===== src/hdl/lmi_pkg.sv =====
`timescale 1ns / 1ps
package lmi_pkg;

  // field widths
  localparam int OPCODE_W = 2;
  localparam int INDEX_W  = 6;
  localparam int RAD_W    = 23;
  localparam int VEL_W    = 20;
  localparam int RAY_W    = 32;
  localparam int BOUND_W  = 8;
  localparam int COUNT_W  = 7;
  localparam int SEG_W    = 6;

  localparam int DEFAULT_MAX_LAYERS = 64;
  localparam int LAYER_COUNT_RESET  = 2;

  // divider widths
  localparam int NUM_W = 78;
  localparam int DEN_W = 54;
  localparam int QUO_W = 24;

  localparam logic [VEL_W-1:0] VEL_MAX = {VEL_W{1'b1}};
  localparam logic [RAD_W-1:0] RAD_MAX = {RAD_W{1'b1}};

  typedef enum logic [1:0] {
    OP_LOAD = 2'd0,
    OP_VEL  = 2'd1,
    OP_TURN = 2'd2
  } op_t;

  typedef enum logic [4:0] {
    ST_IDLE,
    ST_SRCH,
    ST_PROBE,
    ST_PCMP,
    ST_SEG,
    ST_RD0,
    ST_RD1,
    ST_VMUL,
    ST_VSET,
    ST_VPOST,
    ST_TM1,
    ST_TM2,
    ST_TM3,
    ST_TM4,
    ST_TM5,
    ST_TM6,
    ST_TM7,
    ST_DIV,
    ST_TPOST,
    ST_DONE
  } st_t;

  typedef struct packed {
    logic done;
    logic ovf;
  } div_stat_t;

endpackage


===== src/hdl/lmi_div.sv =====
`timescale 1ns / 1ps
module lmi_div (
  input  logic                         clk,
  input  logic                         rst_n,
  input  logic                         start,
  input  logic [lmi_pkg::NUM_W-1:0]    num,
  input  logic [lmi_pkg::DEN_W-1:0]    den,
  output lmi_pkg::div_stat_t           stat,
  output logic [lmi_pkg::QUO_W-1:0]    quo
);
  localparam int NW = lmi_pkg::NUM_W;
  localparam int DW = lmi_pkg::DEN_W;
  localparam int QW = lmi_pkg::QUO_W;
  localparam int CW = $clog2(QW + 1);

  logic          busy_r, busy_nxt;
  logic [CW-1:0] cnt_r, cnt_nxt;
  logic [DW:0]   rem_r, rem_nxt;
  logic [QW-1:0] low_r, low_nxt;
  logic [QW-1:0] quo_r, quo_nxt;
  logic [DW-1:0] den_r, den_nxt;
  logic          ovf_r, ovf_nxt;
  logic          ovf_chk;
  logic [DW:0]   trial;
  logic          ge;

  // quotient of 2^QW or more cannot be formed in QW steps
  assign ovf_chk = (num[NW-1:QW] >= den);
  assign trial   = {rem_r[DW-1:0], low_r[QW-1]};
  assign ge      = (trial >= {1'b0, den_r});

  // one restoring step a cycle
  always_comb begin
    busy_nxt = busy_r;
    cnt_nxt  = cnt_r;
    rem_nxt  = rem_r;
    low_nxt  = low_r;
    quo_nxt  = quo_r;
    den_nxt  = den_r;
    ovf_nxt  = ovf_r;
    if (start) begin
      busy_nxt = 1'b1;
      cnt_nxt  = CW'(QW);
      den_nxt  = den;
      ovf_nxt  = ovf_chk;
      rem_nxt  = ovf_chk ? '0 : {1'b0, num[NW-1:QW]};
      low_nxt  = num[QW-1:0];
      quo_nxt  = '0;
    end else if (busy_r) begin
      if (cnt_r == '0) begin
        busy_nxt = 1'b0;
      end else begin
        cnt_nxt = cnt_r - 1'b1;
        rem_nxt = ge ? (trial - {1'b0, den_r}) : trial;
        low_nxt = {low_r[QW-2:0], 1'b0};
        quo_nxt = {quo_r[QW-2:0], ge};
      end
    end
  end

  always_ff @(posedge clk) begin
    if (!rst_n) begin
      busy_r <= 1'b0;
      cnt_r  <= '0;
    end else begin
      busy_r <= busy_nxt;
      cnt_r  <= cnt_nxt;
    end
    rem_r <= rem_nxt;
    low_r <= low_nxt;
    quo_r <= quo_nxt;
    den_r <= den_nxt;
    ovf_r <= ovf_nxt;
  end

  assign stat.done = busy_r && (cnt_r == '0);
  assign stat.ovf  = ovf_r;
  assign quo       = quo_r;
endmodule

===== config.mk =====
export PLATFORM = sky130hd
export DESIGN_NAME = lmi_div
export DESIGN_NICKNAME = d
export VERILOG_FILES = /design/src/hdl/lmi_pkg.sv /design/src/hdl/lmi_div.sv
export SDC_FILE = /design/constraint.sdc
export NUM_CORES = 1
export LEC_CHECK = 0
export BUFFER_PORTS_ARGS = -buffer_cell sky130_fd_sc_hd__clkbuf_2
export CAP_MARGIN = 40
export CORE_MARGIN = 3
export CORE_UTILIZATION = 45
export CTS_CLUSTER_SIZE = 16
export DETAILED_ROUTE_END_ITERATION = 8
export GPL_ROUTABILITY_DRIVEN = 0
export PLACE_DENSITY = 0.65
export SLEW_MARGIN = 15
export SYNTH_ARGS = -nofsm -noshare
export SYNTH_HDL_FRONTEND = slang
export SYNTH_SLANG_ARGS = --single-unit
export TNS_END_PERCENT = 5

===== constraint.sdc =====
create_clock -name clk -period 4 [get_ports clk]
set_clock_uncertainty 0.15 [all_clocks]
set_input_delay 0.8 -clock clk [delete_from_list [all_inputs] [get_ports clk]]
set_output_delay 0.8 -clock clk [all_outputs]
set_load 0.005 [all_outputs]

## Word level (Yosys, flattened, before mapping)

Index checks and enable logic that the tools add are counted.
Widths: inputs -> output; s select.

- Register bits: 163
- Latch bits: 0
- Memory bits (writable): 0
- Memory bits (read-only): 0
- Output and inout bits: 26
- Word-level logic and storage cells: 35
- Memories: 0

- $add $sub $neg: 2
- Multiply operators: 0
- Div/mod/pow operators: 0
- Order comparisons: 2
- Equal/unequal tests: 1
- Shift-type cells: 0
- Multiplexer cells: 14
- Bitwise logic cells: 2
- Reductions and logical operators: 6

Operator list:

| cell | count |
|---|---|
| $mux 54 | 5 |
| $mux 24 | 3 |
| $ge 55x54->1 | 1 |
| $ge 54x54->1 | 1 |
| $sub 54x54->54 | 1 |
| $mux 5 | 3 |
| $logic_not 5->1 | 1 |
| $sub 5x1->5 const B | 1 |
| $reduce_and 2->1 | 2 |
| $mux 1 | 3 |
| $ne 2x2->1 const B | 1 |
| $not 1->1 | 2 |
| $reduce_bool 2->1 | 1 |
| $reduce_or 2->1 | 1 |
| $logic_and 1x1->1 | 1 |

## Longest topological paths before layout

- Depth after elaboration: 5
- Gate-level depth with buffers: 15
- Gate-level depth less buffers: 13

## Least setup slack after synthesis

OpenSTA, ideal clock, no wires.

- Path type: in2reg
- Start: in start
- End: reg busy_r
- Library setup time: 0.131 ns
- Arrival time: 3.371 ns
- Path slack: 0.348 ns
- Cell stages on the path: 5
- Path buffers: 2
- Cells stage by stage: clkbuf_1 > inv_1 > clkbuf_1 > nand2_1 > and2_1

- Cells in the longest elaborated chain, start to end: 1

Ends and longest elaborated chain:

| item | RTL line | source |
|---|---|---|
| start, declared | lmi_div.sv:5 | `input logic start,` |
| $mux 1 | lmi_div.sv:41 | `if (start) begin` |
| end signal, assigned | lmi_div.sv:66 | `busy_r <= busy_nxt;` |
| end, declared | lmi_div.sv:16 | `logic busy_r, busy_nxt;` |

No other way between the ends.
A chain may end at the register's enable or synchronous reset.

## Worst setup path after layout

- Start: reg rem_r[45]
- End: reg rem_r[17], data pin

- Cells in the longest elaborated chain, start to end: 5

Ends and longest elaborated chain:

| item | RTL line | source |
|---|---|---|
| start, declared | lmi_div.sv:18 | `logic [DW:0] rem_r, rem_nxt;` |
| start signal, assigned | lmi_div.sv:69 | `rem_r <= rem_nxt;` |
| $ge 55x54->1 | lmi_div.sv:30 | `assign ge = (trial >= {1'b0, den_r});` |
| $mux 54 | lmi_div.sv:54 | `rem_nxt = ge ? (trial - {1'b0, den_r}) : trial;` |
| $mux 54 | lmi_div.sv:50 | `if (cnt_r == '0) begin` |
| $mux 54 | lmi_div.sv:49 | `end else if (busy_r) begin` |
| $mux 54 | lmi_div.sv:41 |  |
| named net rem_nxt[17] | lmi_div.sv:18 |  |

The timed path passes the listed nets, and every way through them passes these cells. The select of a mux whose other input is x is not followed.

==> flow_summary.ini <==
[clock_tree]
numCtsBuffers = 17
post_cts_buffers = 0
cts_resized = 0
cts_tree = built
cts.hold.buffers_added = 0
root_buffer = clkbuf_16
clk_pin_slew_ns = 0.08
htree_levels = 4
clock_latency_ns = 0.44
clock_path_buffers = 2
numClockSinks = 163

[sta]
worst_pin_slew_ns = 0.663
post-route-period-util_pct = 91.4
maxSlewViolCount = 0
hold_viol = 0
max_clock_freq_mhz = 273
rsz0062_at_grt = no
slew_headroom_pct = 55.8
tns_ns = 0
period_needed_ns = 3.66
finalSetupViolCount = 0
setup_slack_ns = 0.343

[synthesis]
synth_area_mm2 = 0.0113
syn_nets = 1436
syn_area_per_cell_um2 = 9.53
yosysWarnings = 0
synth_edf_count = 133
syn_inst = 1190
ys_ff_latch = 163
yosysUniqueCellTypes = 73
yosysSeqAreaShare_pct = 40.5
synthArstFlopShare_pct = 0
yosys_most_used_dff = edfxtp_1

[die]
die_h_um = 165
io_pins = 161
die_x_um = 165
initial_core_util_pct = 46.2
fp.coreArea_mm2 = 0.0245
die_area_mm2 = 0.0271
num_rows = 57

[layout]
stdcell_count = 1679
nFillCells = 2304
n_antenna_cell = 0
drive_gt1_share_pct = 19.3
final_cell_mix = clkbuf_2 (159), edfxtp_1 (133), inv_1 (130)
areaGrowthSynthToFinish_pct = 15.4
multi_input_area_mm2 = 0.00595
nets = 1588
final_common_cell = clkbuf_2
seqCellArea_mm2 = 0.00459

[detailed_routing]
maxUsedRoutingLayer = met4
via_per_inst = 5.42
drt_wl_total_mm = 28.2
met1Wirelength_mm = 13.4
wl_per_cell_um = 16.8
dr.pass1.iters = 7
met2_length_mm = 12.2
vias = 9106
ant_nets = 0
drtIter0Drc = 604
drc = 0
wl_met3_mm = 2.00

[global_routing]
grt_first_pass_wirelength_mm = 45.7
antenna_found_initial = 0
grt_overflow = 0
grt_max_degree = 71
grt_pass1_vias = 9168
track_usage_pct = 21.2

[critical_path]
crit_path_start_kind = flip-flop
cp.arrival_ns = 3.69
critical_path_class = flip-flop to flip-flop
critPathBufInv = 1
worst_path_largest_cell_delay_ns = 0.48
slowest_stage = a2111oi_0
end_kind = flip-flop
path_cells = ha_1 -> a21oi_1 -> o21ai_0 -> a31oi_1 -> nor3_1 -> a2111oi_0 -> o211a_1 -> o311ai_4 -> buf_12 -> and2_1 -> a221o_1
path_delay_family = compound AO/OA/AOI/OAI gates
worst_ep_required_time_ns = 4.03
critPathMaxFanout = 43

[placed_design]
dp_hpwl_mm = 21.4
dp_worst_setup_slack_ns = 0.173
port_buffers = 160
dp.cells = 1646

[hold_path]
hold_path_class = flip-flop to flip-flop

[pwr]
peakVddDrop_mv = 0.320
cellLeakagePower_nw = 6.00
power.density_mw_per_mm2 = 545

[status]
status = complete, no violations

[job]
maxCapViolCount = 0
path summary, 6_finish.rpt:
kind | startpoint | endpoint | slack [ns] | cells past startpoint
worst min register to register | quo[23]$_SDFFE_PP0P_ | quo[23]$_SDFFE_PP0P_ | 0.31 | 2
worst max-delay path | rem_r[45]$_DFFE_PP_ | rem_r[17]$_DFFE_PP_ | 0.34 | 11
worst max register to register | rem_r[45]$_DFFE_PP_ | rem_r[17]$_DFFE_PP_ | 0.34 | 11
worst min-delay path | quo[23]$_SDFFE_PP0P_ | quo[23]$_SDFFE_PP0P_ | 0.31 | 2
through the flow:
stage                     utilization (%)  area [um^2]  hold WS [ns]  total power [mW]
final                                53.3        13100         0.313              7.13
after global routing                 53.3        13100         0.342              7.62
after CTS                            53.3        13100         0.318              7.13
after detailed placement             50.8        12500         0.306              5.43
after global placement               50.8        12500         0.295              5.39
after floorplan                         -        11300         0.303              4.75
synth_stat cells, drive strengths merged (6+ instances only):
library cell  number  area (um^2)
a21o              44          333
a21oi            129          668
a22o               8         70.1
a31oi             11         68.8
and2               9         56.3
and3               8         51.3
buf               24          203
clkbuf            28          118
dfxtp             30          601
edfxtp           133         3990
ha               110         1380
inv              130          488
mux2              23          259
mux2i             30          300
nand2            130          495
nand2b             8         50.1
nand3             24          120
nand4             24          150
nor2              45          169
nor2b              8         50.1
nor3              13         65.1
nor3b              8         65.1
nor4               6         50.0
o211ai             8         60.1
o21a               9         68.8
o21ai             75          379
o21bai            10         75.1
xnor2             30          263
xor2              21          184
flip-flops by register name, summed over array words and instances (netlist names):
| register | count |
|---|---|
| rem_r | 54 |
| den_r | 54 |
| low_r | 24 |
| quo | 24 |
| cnt_r | 5 |
| ovf_r | 1 |
| busy_r | 1 |
layer usage:
metal / vias up / GRT usage (%)
met5: - / 0
met4: 0 / 6.44
met3: 36 / 5.57
met2: 248 / 32.3
met1: 4228 / 29.5
li1: 4594 / -
logic make-up after synthesis:
| group | Yosys count | synth area share (%) |
|---|---|---|
| simple gates | 290 | 12.1 |
| mux | 53 | 4.93 |
| flops | 163 | 40.5 |
| compound gates | 340 | 19.0 |
| buf+inv | 182 | 7.13 |
| fa+ha+maj | 111 | 12.3 |
| xor+xnor | 51 | 3.94 |
where the power goes:
part	switching [mW]	leakage (nW)	total, mW	internal, mW
registers	0.132	1.57	2.31	2.18
logic	1.81	4.14	3.13	1.32
clock network	0.837	0.292	1.69	0.849
worst reg2reg max path, cell delays in order, from the launching register on:
cell and delay [ns]:
edfxtp_1 0.43, ha_1 0.41, a21oi_1 0.31, o21ai_0 0.15, a31oi_1 0.18, nor3_1 0.07
a2111oi_0 0.48, o211a_1 0.27, o311ai_4 0.20, buf_12 0.25, and2_1 0.21, a221o_1 0.30
final cells by class:
cell class                      instances  area share [%]
Timing Repair Buffer                  185            7.89
Multi-Input combinational cell        845            45.5
Inverter                              130            3.73
Sequential cell                       163            35.1
Clock buffer                           17            3.25
Tap cell                              324            3.10
Clock inverter                         15            1.38
Note: power is estimated with default switching activity, not from simulation.
